<file path="src/tclr_pkg.sv">
`default_nettype none
package tclr_pkg;

  localparam int STORE_CELLS_DEF = 4096;
  localparam int MAX_COLUMNS_DEF = 256;

  localparam int CODE_W     = 8;
  localparam int COL_W      = 9;
  localparam int ROW_W      = 12;
  localparam int ROWS_W     = 13;
  localparam int CELL_ADR_W = 12;
  localparam int ADDR_MAX_W = 16;
  localparam int CFG_DATA_W = 13;

  localparam logic [CODE_W-1:0] NEWLINE_CODE = 8'd10;

  localparam logic CFG_COLS = 1'b0;
  localparam logic CFG_ROWS = 1'b1;

  localparam logic [COL_W-1:0]  COLS_RESET = 9'd80;
  localparam logic [ROWS_W-1:0] ROWS_RESET = 13'd51;
  localparam logic [ROWS_W-1:0] ROW_LIMIT  = 13'd4096;

  typedef struct packed {
    logic                  clr;
    logic                  wr;
    logic [ADDR_MAX_W-1:0] addr;
    logic [COL_W-1:0]      count;
    logic [CODE_W-1:0]     data;
  } cell_cmd_t;

endpackage
`default_nettype wire

</file>
<file path="src/tclr_rem_unit.sv">
`default_nettype none
module tclr_rem_unit #(
  parameter int DIVD_W = 22,
  parameter int DIVS_W = 17
) (
  input  wire logic              clk,
  input  wire logic              rst_n,
  input  wire logic              start,
  input  wire logic [DIVD_W-1:0] dividend,
  input  wire logic [DIVS_W-1:0] divisor,
  output logic                   done,
  output logic      [DIVS_W-1:0] rem
);
  import tclr_pkg::*;

  localparam int CNT_W = $clog2(DIVD_W + 1);

  logic              busy_r;
  logic              done_r;
  logic [CNT_W-1:0]  cnt_r;
  logic [DIVD_W-1:0] quo_r;
  logic [DIVS_W-1:0] dvs_r;
  logic [DIVS_W-1:0] rem_r;
  logic [DIVS_W:0]   trial;
  logic [DIVS_W-1:0] rem_step;

  // restoring remainder, one dividend bit per cycle
  always_comb begin
    trial = {rem_r, quo_r[DIVD_W-1]};
    if (trial >= {1'b0, dvs_r}) begin
      rem_step = DIVS_W'(trial - {1'b0, dvs_r});
    end else begin
      rem_step = trial[DIVS_W-1:0];
    end
  end

  always_ff @(posedge clk) begin
    if (!rst_n) begin
      busy_r <= 1'b0;
      done_r <= 1'b0;
      cnt_r  <= '0;
    end else if (start) begin
      busy_r <= 1'b1;
      done_r <= 1'b0;
      cnt_r  <= CNT_W'(DIVD_W);
    end else if (busy_r) begin
      cnt_r <= cnt_r - CNT_W'(1);
      if (cnt_r == CNT_W'(1)) begin
        busy_r <= 1'b0;
        done_r <= 1'b1;
      end
    end else begin
      done_r <= 1'b0;
    end
  end

  always_ff @(posedge clk) begin
    if (start) begin
      quo_r <= dividend;
      dvs_r <= divisor;
      rem_r <= '0;
    end else if (busy_r) begin
      quo_r <= {quo_r[DIVD_W-2:0], 1'b0};
      rem_r <= rem_step;
    end
  end

  assign done = done_r;
  assign rem  = rem_r;

endmodule
`default_nettype wire

</file>
<file path="src/tclr_cell_mem.sv">
`default_nettype none
module tclr_cell_mem #(
  parameter int STORE_CELLS = tclr_pkg::STORE_CELLS_DEF
) (
  input  wire logic                clk,
  input  wire logic                rst_n,
  input  wire tclr_pkg::cell_cmd_t cmd,
  output logic                     busy
);
  import tclr_pkg::*;

  localparam int SADDR_W = $clog2(STORE_CELLS);
  localparam int CNT_W   = $clog2(STORE_CELLS + 1);

  logic [CODE_W-1:0]  mem [STORE_CELLS];
  logic [SADDR_W-1:0] ptr_r;
  logic [CNT_W-1:0]   left_r;
  logic [SADDR_W-1:0] ptr_inc;
  logic [CNT_W-1:0]   clr_len;

  assign ptr_inc = (ptr_r == SADDR_W'(STORE_CELLS - 1)) ? '0 : ptr_r + SADDR_W'(1);
  assign clr_len = (32'(cmd.count) > STORE_CELLS) ? CNT_W'(STORE_CELLS)
                                                  : CNT_W'(cmd.count);
  assign busy    = (left_r != '0);

  // zero sweep: whole store after reset, one row on request
  always_ff @(posedge clk) begin
    if (!rst_n) begin
      ptr_r  <= '0;
      left_r <= CNT_W'(STORE_CELLS);
    end else if (busy) begin
      ptr_r  <= ptr_inc;
      left_r <= left_r - CNT_W'(1);
    end else if (cmd.clr) begin
      ptr_r  <= cmd.addr[SADDR_W-1:0];
      left_r <= clr_len;
    end
  end

  always_ff @(posedge clk) begin
    if (busy) begin
      mem[ptr_r] <= '0;
    end else if (cmd.wr) begin
      mem[cmd.addr[SADDR_W-1:0]] <= cmd.data;
    end
  end

endmodule
`default_nettype wire

</file>
<file path="src/text_console_line_ring_writer_core.sv">
`default_nettype none
// Character cell store for a scrolling text console. One beat on the in_ channel
// carries a character code; one beat on the out_ channel reports how it was handled.
// After reset the block zeroes the whole store and holds in_stall high
// meanwhile; configuration writes are taken throughout. Items are handled one at
// a time: a newline advances the cursor row, a plain character forms its cell
// address and writes it, and a wrap to a new line first advances the row. Reaching
// the oldest row clears that row through the store's single write port at one
// cell per cycle. A row index advanced to past rows_in_use is reduced by the
// bit-serial remainder unit. Cell addresses wrap at STORE_CELLS, which must be
// a power of two. A finished result waits in the output register while the next
// beat is accepted.
module text_console_line_ring_writer_core #(
  parameter int STORE_CELLS = tclr_pkg::STORE_CELLS_DEF,
  parameter int MAX_COLUMNS = tclr_pkg::MAX_COLUMNS_DEF
) (
  input  wire logic                            clk,
  input  wire logic                            rst_n,
  input  wire logic                            cfg_we,
  input  wire logic                            cfg_index,
  input  wire logic [tclr_pkg::CFG_DATA_W-1:0] cfg_wdata,
  input  wire logic                            in_valid,
  output logic                                 in_stall,
  input  wire logic [tclr_pkg::CODE_W-1:0]     in_char_code,
  output logic                                 out_valid,
  input  wire logic                            out_stall,
  output logic                                 out_wrote_cell,
  output logic      [tclr_pkg::CELL_ADR_W-1:0] out_cell_address,
  output logic                                 out_row_cleared,
  output logic      [tclr_pkg::ROW_W-1:0]      out_cursor_row,
  output logic      [tclr_pkg::COL_W-1:0]      out_cursor_col,
  output logic      [tclr_pkg::ROW_W-1:0]      out_oldest_row_next
);
  import tclr_pkg::*;

  localparam int SADDR_W = $clog2(STORE_CELLS);
  localparam int BASE_W  = ROW_W + COL_W;
  localparam int SUM_W   = BASE_W + 1;
  localparam int DIVS_W  = ROWS_W;

  typedef enum logic [3:0] {
    S_INIT, S_IDLE, S_CUR_ADV, S_CUR_DIV, S_MUL, S_ADDR,
    S_CLEAR, S_OLD_ADV, S_OLD_DIV, S_DONE
  } state_t;

  state_t             state_r;
  logic [COL_W-1:0]   cfg_cols_r;
  logic [ROWS_W-1:0]  cfg_rows_r;
  logic [CODE_W-1:0]  code_r;
  logic [COL_W-1:0]   column_r;
  logic [ROW_W-1:0]   cur_row_r;
  logic [ROW_W-1:0]   oldest_r;
  logic [BASE_W-1:0]  base_r;
  logic               match_r;
  logic               cleared_r;
  logic [SADDR_W-1:0] addr_r;

  logic                  out_valid_r;
  logic                  out_wrote_r;
  logic [CELL_ADR_W-1:0] out_addr_r;
  logic                  out_cleared_r;
  logic [ROW_W-1:0]      out_row_r;
  logic [COL_W-1:0]      out_col_r;
  logic [ROW_W-1:0]      out_oldest_r;

  logic [COL_W-1:0]      cols_eff;
  logic [ROWS_W-1:0]     rows_eff;
  logic [ROWS_W-1:0]     cur_inc;
  logic [ROWS_W-1:0]     old_inc;
  logic                  cur_fast;
  logic                  old_fast;
  logic [ROW_W-1:0]      cur_next;
  logic [ROW_W-1:0]      old_next;
  logic [SUM_W-1:0]      sum;
  logic                  need_clr;
  logic                  is_nl;
  logic                  in_accept;
  logic                  out_free;
  logic [ADDR_MAX_W-1:0] addr_ext;

  logic                  div_start;
  logic [ROWS_W-1:0]     div_dividend;
  logic [DIVS_W-1:0]     div_divisor;
  logic                  div_done;
  logic [DIVS_W-1:0]     div_rem;

  cell_cmd_t             mem_cmd;
  logic                  mem_busy;

  always_comb begin
    if (cfg_cols_r == '0) begin
      cols_eff = COL_W'(1);
    end else if (32'(cfg_cols_r) > MAX_COLUMNS) begin
      cols_eff = COL_W'(MAX_COLUMNS);
    end else begin
      cols_eff = cfg_cols_r;
    end
    if (cfg_rows_r == '0) begin
      rows_eff = ROWS_W'(1);
    end else if (cfg_rows_r > ROW_LIMIT) begin
      rows_eff = ROW_LIMIT;
    end else begin
      rows_eff = cfg_rows_r;
    end
  end

  assign cur_inc   = {1'b0, cur_row_r} + ROWS_W'(1);
  assign old_inc   = {1'b0, oldest_r} + ROWS_W'(1);
  assign cur_fast  = (cur_inc <= rows_eff);
  assign old_fast  = (old_inc <= rows_eff);
  assign cur_next  = (cur_inc == rows_eff) ? '0 : cur_inc[ROW_W-1:0];
  assign old_next  = (old_inc == rows_eff) ? '0 : old_inc[ROW_W-1:0];
  assign sum       = {1'b0, base_r} + SUM_W'(column_r);
  assign need_clr  = match_r && !cleared_r;
  assign is_nl     = (code_r == NEWLINE_CODE);
  assign in_stall  = (state_r != S_IDLE);
  assign in_accept = in_valid && !in_stall;
  assign out_free  = !out_valid_r || !out_stall;
  assign addr_ext  = ADDR_MAX_W'(addr_r);

  always_comb begin
    div_start    = 1'b0;
    div_dividend = cur_inc;
    div_divisor  = DIVS_W'(rows_eff);
    mem_cmd      = '0;
    mem_cmd.count = cols_eff;
    mem_cmd.data  = code_r;
    unique case (state_r)
      S_CUR_ADV: begin
        div_start = !cur_fast;
      end
      S_OLD_ADV: begin
        div_start    = !old_fast;
        div_dividend = old_inc;
      end
      S_ADDR: begin
        if (need_clr) begin
          mem_cmd.clr  = 1'b1;
          mem_cmd.addr = ADDR_MAX_W'(base_r[SADDR_W-1:0]);
        end else begin
          mem_cmd.wr   = 1'b1;
          mem_cmd.addr = ADDR_MAX_W'(sum[SADDR_W-1:0]);
        end
      end
      default: begin
      end
    endcase
  end

  always_ff @(posedge clk) begin
    if (!rst_n) begin
      cfg_cols_r <= COLS_RESET;
      cfg_rows_r <= ROWS_RESET;
    end else if (cfg_we) begin
      unique case (cfg_index)
        CFG_COLS: cfg_cols_r <= cfg_wdata[COL_W-1:0];
        CFG_ROWS: cfg_rows_r <= cfg_wdata[ROWS_W-1:0];
        default:  cfg_cols_r <= cfg_cols_r;
      endcase
    end
  end

  always_ff @(posedge clk) begin
    if (!rst_n) begin
      state_r     <= S_INIT;
      column_r    <= '0;
      cur_row_r   <= '0;
      oldest_r    <= ROW_W'(1);
      cleared_r   <= 1'b0;
      match_r     <= 1'b0;
      out_valid_r <= 1'b0;
    end else begin
      if (out_valid_r && !out_stall && state_r != S_DONE) begin
        out_valid_r <= 1'b0;
      end
      unique case (state_r)
        S_INIT: begin
          if (!mem_busy) begin
            state_r <= S_IDLE;
          end
        end
        S_IDLE: begin
          if (in_accept) begin
            code_r    <= in_char_code;
            cleared_r <= 1'b0;
            addr_r    <= '0;
            if (in_char_code == NEWLINE_CODE || column_r >= cols_eff) begin
              state_r <= S_CUR_ADV;
            end else begin
              state_r <= S_MUL;
            end
          end
        end
        S_CUR_ADV: begin
          column_r <= '0;
          if (cur_fast) begin
            cur_row_r <= cur_next;
            state_r   <= is_nl ? S_DONE : S_MUL;
          end else begin
            state_r <= S_CUR_DIV;
          end
        end
        S_CUR_DIV: begin
          if (div_done) begin
            cur_row_r <= div_rem[ROW_W-1:0];
            state_r   <= is_nl ? S_DONE : S_MUL;
          end
        end
        S_MUL: begin
          base_r  <= BASE_W'(cur_row_r) * BASE_W'(cols_eff);
          match_r <= (cur_row_r == oldest_r);
          state_r <= S_ADDR;
        end
        S_ADDR: begin
          if (need_clr) begin
            state_r <= S_CLEAR;
          end else begin
            addr_r   <= mem_cmd.addr[SADDR_W-1:0];
            column_r <= column_r + COL_W'(1);
            state_r  <= S_DONE;
          end
        end
        S_CLEAR: begin
          if (!mem_busy) begin
            cleared_r <= 1'b1;
            state_r   <= S_OLD_ADV;
          end
        end
        S_OLD_ADV: begin
          if (old_fast) begin
            oldest_r <= old_next;
            state_r  <= S_ADDR;
          end else begin
            state_r <= S_OLD_DIV;
          end
        end
        S_OLD_DIV: begin
          if (div_done) begin
            oldest_r <= div_rem[ROW_W-1:0];
            state_r  <= S_ADDR;
          end
        end
        S_DONE: begin
          if (out_free) begin
            out_valid_r   <= 1'b1;
            out_wrote_r   <= !is_nl;
            out_addr_r    <= addr_ext[CELL_ADR_W-1:0];
            out_cleared_r <= cleared_r;
            out_row_r     <= cur_row_r;
            out_col_r     <= column_r;
            out_oldest_r  <= oldest_r;
            state_r       <= S_IDLE;
          end
        end
        default: state_r <= S_IDLE;
      endcase
    end
  end

  tclr_rem_unit #(
    .DIVD_W (ROWS_W),
    .DIVS_W (DIVS_W)
  ) u_rem (
    .clk      (clk),
    .rst_n    (rst_n),
    .start    (div_start),
    .dividend (div_dividend),
    .divisor  (div_divisor),
    .done     (div_done),
    .rem      (div_rem)
  );

  tclr_cell_mem #(
    .STORE_CELLS (STORE_CELLS)
  ) u_cells (
    .clk   (clk),
    .rst_n (rst_n),
    .cmd   (mem_cmd),
    .busy  (mem_busy)
  );

  assign out_valid           = out_valid_r;
  assign out_wrote_cell      = out_wrote_r;
  assign out_cell_address    = out_addr_r;
  assign out_row_cleared     = out_cleared_r;
  assign out_cursor_row      = out_row_r;
  assign out_cursor_col      = out_col_r;
  assign out_oldest_row_next = out_oldest_r;

endmodule
`default_nettype wire
</file>
<file path="config.mk">
export PLATFORM = sky130hd
export DESIGN_NAME = text_console_line_ring_writer_core
export DESIGN_NICKNAME = d
export VERILOG_FILES = /design/src/tclr_pkg.sv /design/src/tclr_rem_unit.sv /design/src/tclr_cell_mem.sv /design/src/text_console_line_ring_writer_core.sv
export SDC_FILE = /design/constraint.sdc
export NUM_CORES = 1
export LEC_CHECK = 0
export ABC_AREA = 1
export BUFFER_PORTS_ARGS = -buffer_cell sky130_fd_sc_hd__buf_4
export CAP_MARGIN = 20
export CORE_MARGIN = 2
export CORE_UTILIZATION = 56
export DETAILED_ROUTE_END_ITERATION = 12
export PLACE_DENSITY_LB_ADDON = 0.12
export SYNTH_ARGS = -nofsm -noshare
export SYNTH_HDL_FRONTEND = slang
export SYNTH_SLANG_ARGS = --single-unit
</file>
<file path="constraint.sdc">
create_clock -name clk -period 4.5 [get_ports clk]
set_clock_uncertainty 0.2 [all_clocks]
set_input_delay 0 -clock clk [delete_from_list [all_inputs] [get_ports clk]]
set_output_delay 0 -clock clk [all_outputs]
set_load 0.01 [all_outputs]
</file>
==> results.txt, run 1 <==
The flow ran to the end, but the final reports show violations. The final reports fail on setup timing. The number of placed I/O pins is 76.

Data arrives at the worst endpoint at 4.63 ns. The highest achievable clock rate is 215.9 MHz. The die covers 24190 um^2. The residual overflow from global routing is 0.

The core area is 22570 um^2. The synthesized netlist occupies a cell area of 12860 um^2. STA classifies the critical path startpoint as a flip-flop.

The antenna diode count is 0. The count of endpoints failing hold in the final timing report was 0. The count of buffers added on input and output ports is 75. The worst hold path class is input port to flip-flop.

The routed via count came out at approximately 11000. The detail route stage leaves a number of antenna-violating nets equal to 0. The chip width is 155.5 um. The via count of the first global-routing pass is 10540. The final design area excluding fillers came out at 15210 um^2.

The slowest stage of the critical path is the fa_1 cell. In this run the number of cells on the critical path is 24. Global routing used 29.45% of the available tracks. The hold path depth is 2. The root cell of the clock tree is clkbuf_16. At the placement stage, the worst setup path has a slack of -0.1181 ns. In this run the static leakage power is about 7.0 nW. For this run, design rule violations remaining after detail routing come to 0.

The endpoint kind of the worst setup timing path is a flip-flop. The detailed router finished its first iteration with 1126 violations. The commonest register cell after synthesis is edfxtp_1.

The number of distinct library cell variants in the gate-level netlist after synthesis is 57. The clock slew seen by the registers of the worst setup and hold paths is 0.08 ns. The number of standard-cell rows in the floorplan is 55. The share of post-route cells with drive strength above 1 is 15.62%. The routed wire length came out at 35030 um. After layout, the worst path uses 102.9% of the clock period. For the final routed database, the setup TNS stands at -0.1315 ns. The critical-path maximum fanout is 4.

The final net count is 1886. The length in cells of the worst reg-to-reg path is 24. The post-detailed-placement cell area came out at 14140 um^2. Once layout is complete, the cells apart from fillers number ~2000.

The clock sink total is 199. The Yosys step of the flow raised 0 warnings. Setup violations remaining at the end of the flow were counted as 1.

The relative slew slack is between 30 and 40%. The total CTS buffers came out at 17. In the routed layout, each cell is associated on average with a via count of around 5.5. For this design the ratio of total power to cell area is 268.8 nW/um^2. TritonCTS built the clock tree. The critical path's top delay family is adder cells. Including well taps, the total number of placed cells is 1961.

Counting stages on the worst path, the most repeated cell is nand2_1. The initial antenna violation count is 0. The synthesized area per cell came out at slightly above 8 um^2. The first global-routing pass estimated 55720 um of wire.

The worst path buffer plus inverter count came out at 5. The worst-case clock buffer depth came out at 2. The count of H-tree levels built during CTS is 4. The minimum clock period is roughly 4.6 ns.

After synthesis, the share of flip-flops with an asynchronous set or reset is 0%. Traced cell by cell, the critical path runs through nor2_1 > nand2_1 > o21ai_2 > nand2_2 > inv_2 > nand2_1 > fa_1 > fa_1 > inv_1 > fa_1 > inv_1 > fa_1 > inv_2 > ha_4 > a21oi_2 > o21a_1 > nand2_1 > or2_4 > nand2_1 > nand3_1 > nand2_1 > inv_1 > nand2_1 > nand2_1. The final estimated routing congestion in global placement came out at roughly 1.

Cells fill 67.39% of the core in the end. The starting density of the core is 56.97%. For the pin with the worst max-slew slack, the measured transition is 0.9364 ns. The clock latency on the worst-skew pair is 0.44 ns.

At the worst endpoint, the required time is roughly 4.5 ns. The max-slew violation total from the final report is 0. Sequential cells were found to cover 39.15% of the synthesized design area. Synthesis produced a netlist whose cell count is 1574.

The synthesized design contains 105 enable-type register cells. Setup repair after global routing could not meet its margin everywhere. From synthesis to final layout, the design area changed by 18.28%. For this run, the detailed router's first-pass iteration total came to 5. The largest net degree at the start of global routing is 59. The post-synth net total came out at 1725. The max-cap violation count came out at 0. The average detailed-routed wire length per instance came out at 17.23 um. The die boundary height is around 160 um. The critical path is of the flip-flop to flip-flop type. The final worst-path setup slack came out at -0.1315 ns. The maximum VDD drop came out at 217.2 uV. The post-detailed-placement half-perimeter wirelength came out at 26970 um. The delay of the slowest cell on the worst path is around 0.52 ns. The number of storage elements in the synthesis netlist is around 200.
[state kept, by name (all words and copies together), names as in the netlist, 13 cells and up]
name            flops
u_cells.left_r     13
cfg_rows_r         13
u_rem.quo_r        13
u_rem.dvs_r        13
u_rem.rem          13
[synthesized netlist by cell type (14+ instances only)]
master / count / area share (%)
nand2_1: 307 / 9.0
edfxtp_1: 105 / 25
nor2_1: 144 / 4.2
xor2_1: 38 / 2.6
o22ai_1: 18 / 0.88
nand4_1: 23 / 1.1
dfxtp_1: 94 / 15
fa_1: 41 / 6.4
nand3_1: 67 / 2.6
o21ai_1: 21 / 0.82
o21ai_0: 93 / 3.6
inv_2: 14 / 0.41
a31oi_1: 19 / 0.92
inv_1: 253 / 7.4
ha_1: 83 / 8.1
clkbuf_1: 22 / 0.64
nor3_1: 22 / 0.86
a21oi_1: 94 / 3.7
[cells by family after synthesis]
logic type	Yosys count	synth area share, %
flip-flops	199	39.15
AO/OA/AOI/OAI	275	11.95
XOR/XNOR	46	3.133
adder cells (fa/ha/maj)	124	14.46
buffers and inverters	308	9.467
AND/OR/NAND/NOR	622	21.84
[cell usage in the layout, fill, tap and decap left out, types with 4 or more instances in the layout]
| cell type | n |
|---|---|
| buf_4 | 142 |
| inv_6 | 4 |
| fa_1 | 40 |
| nand3_2 | 6 |
| nand2_4 | 8 |
| clkinv_8 | 5 |
| ha_1 | 77 |
| nor2_1 | 141 |
| nand2_2 | 13 |
| inv_2 | 14 |
| clkbuf_16 | 17 |
| nor3_1 | 22 |
| xnor2_1 | 8 |
| nand4_1 | 23 |
| edfxtp_1 | 105 |
| o211ai_1 | 8 |
| dfxtp_1 | 92 |
| or2_2 | 4 |
| a21oi_1 | 90 |
| nand3b_1 | 5 |
| nor2_2 | 9 |
| a21oi_2 | 5 |
| ha_4 | 5 |
| nand3_1 | 65 |
| o21ai_0 | 91 |
| inv_1 | 250 |
| xor2_1 | 38 |
| nor4_1 | 5 |
| nor2_4 | 9 |
| o22ai_1 | 18 |
| o21ai_1 | 23 |
| a31oi_1 | 18 |
| dlygate4sd3_1 | 35 |
| nand2_1 | 299 |
[worst register-to-register path, stage by stage, from the launching register on]
cell and delay, ns:
dfxtp_1 0.32, nor2_1 0.10, nand2_1 0.09, o21ai_2 0.22, nand2_2 0.11, inv_2 0.07
nand2_1 0.06, fa_1 0.47, fa_1 0.52, inv_1 0.05, fa_1 0.48, inv_1 0.05
fa_1 0.49, inv_2 0.05, ha_4 0.22, a21oi_2 0.13, o21a_1 0.13, nand2_1 0.06
or2_4 0.22, nand2_1 0.08, nand3_1 0.07, nand2_1 0.08, inv_1 0.04, nand2_1 0.05
nand2_1 0.04
[stage by stage]
stage / hold WS [ns] / power, mW
finish: 0.08579 / 4.088
global placement: -0.008650 / 2.544
global route: 0.08227 / 4.253
CTS: 0.07672 / 4.088
floorplan: -0.1011 / 2.414
detailed placement: -0.009634 / 2.559
[repair_timing]
action | CTS | global route
buffers inserted | 2 | 1
hold buffers | 35 | 0
gates cloned | 0 | 0
resized for setup | 3 | 22
pin swaps | 4 | 7
endpoints found under the hold margin | 91 | 0
setup endpoints to repair | 2 | 10
[path summary, 6_finish.rpt]
kind	start	endpoint	slack [ns]
setup / recovery	cfg_cols_r[4]	base_r[11]	-0.13
hold / removal	in_char_code[1]	code_r[1]	0.09
setup reg to reg	cfg_cols_r[4]	base_r[11]	-0.13
hold reg to reg	addr_r[10]	out_cell_address[10]	0.22
[cell type report]
class | instances | area [um^2]
clock buffer | 17 | 425.4
clock inverter | 15 | 168.9
fill | 1900 | 7361
inverter | 270 | 1026
multi-input combinational | 1067 | 6746
sequential | 199 | 5037
tap | 285 | 356.6
timing repair buffer | 180 | 1450
[layer usage]
metal  track usage (%)  wire, um
met2             46.27     15790
met1             43.79     16380
met3             4.000      2405
met4             6.204       456
met5                 0         0
[power breakdown]
| part | switching, mW | internal [mW] |
|---|---|---|
| Combinational | 0.334 | 0.214 |
| Clock | 0.774 | 0.747 |
| Sequential | 0.0522 | 1.97 |
No activity file was read; power rests on OpenSTA's default activity.
==> inputs of run 2 (changes only) <==
--- a/config.mk
+++ b/config.mk
@@ -12,6 +12,7 @@
 export CORE_UTILIZATION = 56
 export DETAILED_ROUTE_END_ITERATION = 12
 export PLACE_DENSITY_LB_ADDON = 0.12
+export SETUP_SLACK_MARGIN = 0.2
 export SYNTH_ARGS = -nofsm -noshare
 export SYNTH_HDL_FRONTEND = slang
 export SYNTH_SLANG_ARGS = --single-unit
==> run 2 against run 1 <==
Net effect: the run still ends with setup timing left; flip-flop and latch count stayed put; routed wire length is 0.17% lower; clock power is 11% higher; fmax fell by 2.3%; first-iteration DRC count is 11% lower; sequential power hardly changed; total power increased by 4.0%; final cell count is 0.30% lower; combinational power hardly changed; largest power group unchanged.
==> results.txt, run 2 (synthesis gave the netlist of run 1 again) <==
The flow ran to the end, but the final reports show violations. The checks that failed: setup timing. The total leakage power is 6.965 nW. The library cells used most frequently in the layout, excluding fill and tap cells, are nand2_1, inv_1, nor2_1, buf_4, edfxtp_1. The count of endpoints failing hold in the final timing report came out at 0.

The tree is rooted in a clkbuf_16. STA classifies the critical path startpoint as a flip-flop. Detailed routing placed a total of 15610 um of wire on met2. The post-detailed-placement half-perimeter wirelength is 26710 um. The final estimated routing congestion in global placement came out at approximately 0.95. After global routing the overflow that remains totals 0. The total instance count after detailed placement came out at 1952. The critical-path maximum fanout is 4. The die boundary height is about 160 um. The endpoint arrival time on the critical path came out at 4.74 ns.

The sink of the worst hold path is code_r[2]. The detailed-routing iteration count for the pre-antenna-repair pass came out at 8. The cell type of the slowest stage on the worst timing path is fa_1. TritonCTS built the clock tree. The worst-case clock buffer depth is 2. The final worst-path setup slack is -0.2382 ns. The minimum clock period came out at 4.738 ns. Relative to the synthesized area, the layout overhead comes to 18.85%. The clock sink total came out at 199. For this block, the initial DRC count from the detailed router was between 1000 and 1500. The area of the die came out at 24190 um^2.

Setup repair after global routing could not meet its margin everywhere. The initial antenna violation count came out at 0. In this run the tightest slew margin relative to its limit is 35.62%. After detailed routing, the total wire length is 34980 um. From left edge to right edge, the die measures 155.5 um.

The number of cells on the worst reg-to-reg path is 24. Buffers inserted during clock tree synthesis total 17. The path class of the tightest hold or removal check is input port to flip-flop. The startpoint identified for the worst register-to-register timing path is cfg_cols_r[5].

The startpoint identified for the worst hold timing path is in_char_code[2]. The most common cell after layout, fill and taps aside is nand2_1. Static timing analysis puts the maximum clock frequency at 211.1 MHz. The core area is 22570 um^2. The share of post-route cells with drive strength above 1 is 16.42%.

After detailed routing, the average wire length per cell comes to about 17 um. The count of input and output buffers came out at 75. The via count of the first global-routing pass came out at ~11000. The endpoint identified for the worst register-to-register timing path is base_r[11]. The count of nets left with antenna violations once routing finished came out at 0.

The detailed route wirelength on metal3 is 2923 um. The total track usage came out at 29.49%. The actual transition at the worst max-transition pin came out at 0.9629 ns. At the later pin of the worst-skew pair, clock insertion delay measures 0.44 ns. The hold path depth is 2. The signal on the critical path passes through nor2_1 > nand2_2 > o21ai_2 > nand2_2 > inv_2 > nand2_1 > fa_1 > fa_1 > inv_2 > fa_1 > inv_2 > fa_1 > inv_2 > ha_4 > a21oi_2 > o21a_1 > nand2_1 > or2_4 > nand2_2 > nand3_2 > nand2_2 > inv_1 > nand2_1 > nand2_1.

The routed metal-1 wire length is 15650 um. The final net count is 1880. The initialized floorplan defines 55 standard-cell rows. The routed via count came out at 11350.

By startpoint and endpoint, the worst setup path is classified as flip-flop to flip-flop. Dividing the detail-routed via count by the number of cells gives ~5.6. The worst hold slack came out at 0.09161 ns. The register-to-register setup slack came out at -0.24 ns. The clock slew seen by the registers of the worst setup and hold paths came out at 0.08 ns. The final routed DRC violation total is 0.

The required time of the worst setup path came out at between 4 and 5 ns. The ratio of final minimum period to clock period came out at 105.3%. The final cell count without fillers is 2027. The total power density per cell area is 278.1 nW/um^2. The endpoint kind of the worst setup timing path is a flip-flop. Fill cells in the final layout number 1860. The first-pass GRT wire length is 55810 um. The max-slew violation total from the final report is 0. The antenna diode count came out at 0. The starting density of the core came out at 56.97%. The number of endpoints failing setup at the final stage came out at 1. The largest net degree at the start of global routing is 59. The max-cap violation count came out at 0. The uppermost layer routed is met4.

The maximum VDD drop is 214.9 uV. The number of placed I/O pins came out at 76. The count of H-tree levels built during CTS is 4. The delay of the slowest cell on the worst path came out at between 0.5 and 0.6 ns.
==> run 2: cell count changes in the layout (fill, tap and decap cells not counted), sizes merged <==
cell	change
clkinvlp	+1
bufinv	+3
buf	-7
clkinv	-7
inv	+3
dlygate4sd3	+1
==> run 2: per-stage QoR <==
step / util [%] / setup slack, ns / cell area, um^2 / power [mW] / TNS [ns]
final: 67.71 / -0.2382 / 15280 / 4.250 / -0.2382
after CTS: 67.38 / -0.1590 / 15210 / 4.250 / -0.1590
after floorplan: - / 0.03631 / 12960 / 2.414 / 0
after global routing: 67.71 / -0.4539 / 15280 / 4.404 / -0.5606
after global placement: 62.46 / -0.04133 / 14100 / 2.543 / -0.04133
after detailed placement: 62.49 / -0.1417 / 14110 / 2.556 / -0.1417
==> run 2: repair_timing <==
action / CTS / global route
hold buffers: 36 / 0
hold endpoints to repair: 94 / 0
buffers inserted: 3 / 3
pin swaps: 16 / 29
gates resized for setup: 15 / 24
endpoints found under the setup margin: 3 / 32
cloned: 0 / 0
==> run 2: area by class of cell <==
class	instances	area, um^2	share of cell area [%]
Multi-Input combinational cell	1067	6795	44.46
Sequential cell	199	5042	32.99
Timing Repair Buffer	174	1416	9.267
Inverter	270	1023	6.697
Clock buffer	17	425.4	2.783
Tap cell	285	356.6	2.333
Clock inverter	15	224.0	1.465
==> run 2: how the worst max path moves through the flow <==
stage | start | endpoint | cells past startpoint
after floorplan | cfg_cols_r[3] | base_r[11] | 24
after global placement | cfg_cols_r[4] | base_r[11] | 24
after detailed placement | cfg_cols_r[3] | base_r[11] | 24
after CTS | cfg_cols_r[7] | base_r[11] | 24
after global routing | cfg_cols_r[5] | base_r[11] | 24
final | cfg_cols_r[5] | base_r[11] | 24
==> run 2: where the power goes <==
part | switching, mW | internal, mW | leakage (nW)
Combinational | 0.333 | 0.213 | 4.92
Sequential | 0.0539 | 1.97 | 1.73
Clock | 0.770 | 0.914 | 0.316
==> run 2: per-layer routing <==
metal	vias up	track usage, %
met5	-	0
met4	0	7.864
met3	58	4.694
met2	509	46.80
met1	5309	42.30
li1	5476	-
==> run 2: critical path: cells and delay by family, from the launching register on <==
| kind | cells | cell delay [ns] |
|---|---|---|
| AO/OA/AOI/OAI | 3 | 0.44 |
| adder cells (fa/ha/maj) | 5 | 2.27 |
| buffers and inverters | 5 | 0.25 |
| flip-flops | 1 | 0.33 |
| AND/OR/NAND/NOR | 11 | 1.02 |
==> inputs of run 3 (changes only) <==
==> constraint.sdc (replaced) <==
create_clock -name clk -period 4.5 [get_ports clk]
set_clock_uncertainty 0.2 [all_clocks]
set_input_delay 0.45 -clock clk [delete_from_list [all_inputs] [get_ports clk]]
set_output_delay 0.45 -clock clk [all_outputs]
set_load 0.01 [all_outputs]
==> run 3 against run 2 <==
Net effect: the run still ends with setup timing left; non-clock buffer count shrank 28; final cell count down 1.4%; clock power is essentially flat; routed wire length shrank 1.3%; global-route usage down 0.34 points; combinational power decreased by 4.2%; register-to-register slack improved by 0.02 ns; sequential power about the same; critical path type unchanged; highest routed layer unchanged.
==> results.txt, run 3 (synthesis gave the netlist of run 1 again) <==
The number of endpoints failing setup at the final stage is 1. The total instance count after detailed placement came out at 1952. The CTS tree is built. After filler insertion, the fill cell instance count of the layout stands at between 1500 and 2000. The final net count is 1852. Global routing used 29.15% of the available tracks across all layers. The final reports fail on setup timing. The endpoint arrival time on the critical path came out at 4.72 ns. The final estimated routing congestion in global placement is between 0.9 and 1.

The via count of the first global-routing pass is ~11000. The share of total power in sequential cells came out at roughly 48%. The final routed DRC violation total came out at 0. CTS placed an instance of clkbuf_16 at the clock tree root. The total leakage power is 6.863 nW. The sequential cells in the finished layout cover a total of 5042 um^2. Per report_power, the combinational group accounts for between 10 and 15% of the total. Summed over all layers, the routed wires come to approximately 35000 um. The internal power component came out at 3.077 mW. The critical-path maximum fanout is 4. The count of input and output buffers is 75.

Power spread over the standard cell area amounts to roughly 280 nW/um^2. The max-slew violation total from the final report was 0. The final worst-path setup slack is -0.2180 ns. STA classifies the critical path startpoint as a flip-flop. The post-detailed-placement cell area is 14110 um^2. Before antenna repair, the detailed router went through 7 iterations. The actual transition at the worst max-transition pin is between 0.9 and 1 ns.

After global routing the overflow that remains totals 0. The clock latency on the worst-skew pair came out at 0.45 ns. Excluding fillers, the count of instances in the completed layout stands at 1999. The setup slack at placement came out at -0.1417 ns. The relative area change from synthesis to final layout came out at 16.69%. The clock slew seen by the registers of the worst setup and hold paths came out at 0.09 ns. Headroom to the max-slew limit came out at 34.37%.

Setup repair after global routing could not meet its margin everywhere. IR analysis of the VDD net gives a maximum drop of between 200 and 250 uV. STA classifies the critical path endpoint as a flip-flop. Entering global routing, the biggest net connects 59 pins. The ratio of final minimum period to clock period is 104.8%.

The completed layout was analyzed and its total power is between 4 and 5 mW. The net switching power of the design is 1.152 mW. The antenna diode count is 0. The post-detailed-placement half-perimeter wirelength is roughly 27000 um.

The first global-routing pass estimated 55120 um of wire. In the layout the commonest cells are nand2_1, inv_1, nor2_1, buf_4, edfxtp_1. The die covers 24190 um^2. The count of endpoints failing hold in the final timing report came to 0. The switching part of the total power came out at 27.24%. The worst-case clock buffer depth is 2.

The worst hold slack is 0.01119 ns. The floorplan step defined a core boundary enclosing between 20000 and 25000 um^2. The utilization after layout is 66.48%.

The die boundary height came out at 155.5 um. The count of H-tree levels built during CTS came out at 4. The max-cap violation count is 0.

The area used by multi-input combinational logic is 6794 um^2. The tightest min-delay check is of the input port to flip-flop type. 76 I/O pins were placed. The chip width came out at 155.5 um. Clock tree synthesis found a total of roughly 200 sinks. In the final routed layout, each cell accounts on average for between 15 and 20 um. The number of standard-cell rows in the floorplan is 55. The violation count after the first detailed-route iteration came out at roughly 1000.

The run finished, with violations left. The final design area excluding fillers came out at 15010 um^2. Counting the buffers created by CTS gives 17. The clock network accounts for 39.9% of the total power.

The required time of the worst setup path came out at 4.50 ns. The post-route antenna net violation count came out at 0. Static timing analysis puts the maximum clock frequency at 212.0 MHz.

The path type of the worst setup path is flip-flop to flip-flop. The final setup TNS is -0.2180 ns. The share of post-route cells with drive strength above 1 came out at 16.39%. The detailed router placed 11160 vias in this run.

The initial antenna violation count is 0. The starting density of the core came out at 56.97%. The minimum clock period is roughly 4.7 ns. The detail-routed via count per cell came out at 5.585.

The most common cell after layout, fill and taps aside is nand2_1.
## run 3: cell count changes in the layout (fill, tap and decap cells not counted), sizes merged
cell / before / now
dlygate4sd3: 36 / 8
## run 3: repair_timing
action,CTS,global route
pin swaps,16,30
buffers inserted,3,3
resized for setup,15,21
hold endpoints to repair,8,0
hold buffers,8,0
endpoints found under the setup margin,3,32
## run 3: final timing paths
kind	startpoint	endpoint	slack (ns)	cells after the start
max reg2reg	cfg_cols_r[0]	base_r[11]	-0.22	24
min	cfg_wdata[0]	cfg_rows_r[0]	0.01	3
min reg2reg	addr_r[10]	out_cell_address[10]	0.22	0
max	cfg_cols_r[0]	base_r[11]	-0.22	24
## run 3: power groups by stage
stage	clock network [mW]	logic, mW	registers, mW
after global routing	1.77	0.587	2.03
after detailed placement	0	0.497	2.06
after global placement	0	0.486	2.06
final	1.69	0.523	2.02
after CTS	1.70	0.510	2.02
after floorplan	0	0.370	2.04
## run 3: area by class of cell
class	instances	area share, %
clock buffers	17	2.835
clock inverters	15	1.493
inverters	270	6.821
multi-input cells	1067	45.28
flip-flops and latches	199	33.60
well taps	285	2.376
repair buffers	146	7.596
## run 3: critical path, stage by stage, from the launching register on
cell and delay (ns):
dfxtp_2 0.32, nor2_1 0.10, nand2_1 0.09, o21ai_2 0.22, nand2_2 0.12, inv_2 0.07, nand2_1 0.07, fa_1 0.46
fa_1 0.54, inv_2 0.05, fa_1 0.55, inv_2 0.04, fa_1 0.51, inv_2 0.05, ha_4 0.21, a21oi_2 0.12
o21a_1 0.12, nand2_1 0.06, or2_4 0.23, nand2_2 0.07, nand3_2 0.06, nand2_2 0.08, inv_1 0.04, nand2_1 0.05
nand2_1 0.04
## run 3: routing by layer
layer  global-route usage, %  share of wire (%)
met2                   45.95                 44
met4                   7.602                2.3
met5                       0                  0
met1                   42.10                 46
met3                   4.722                7.8
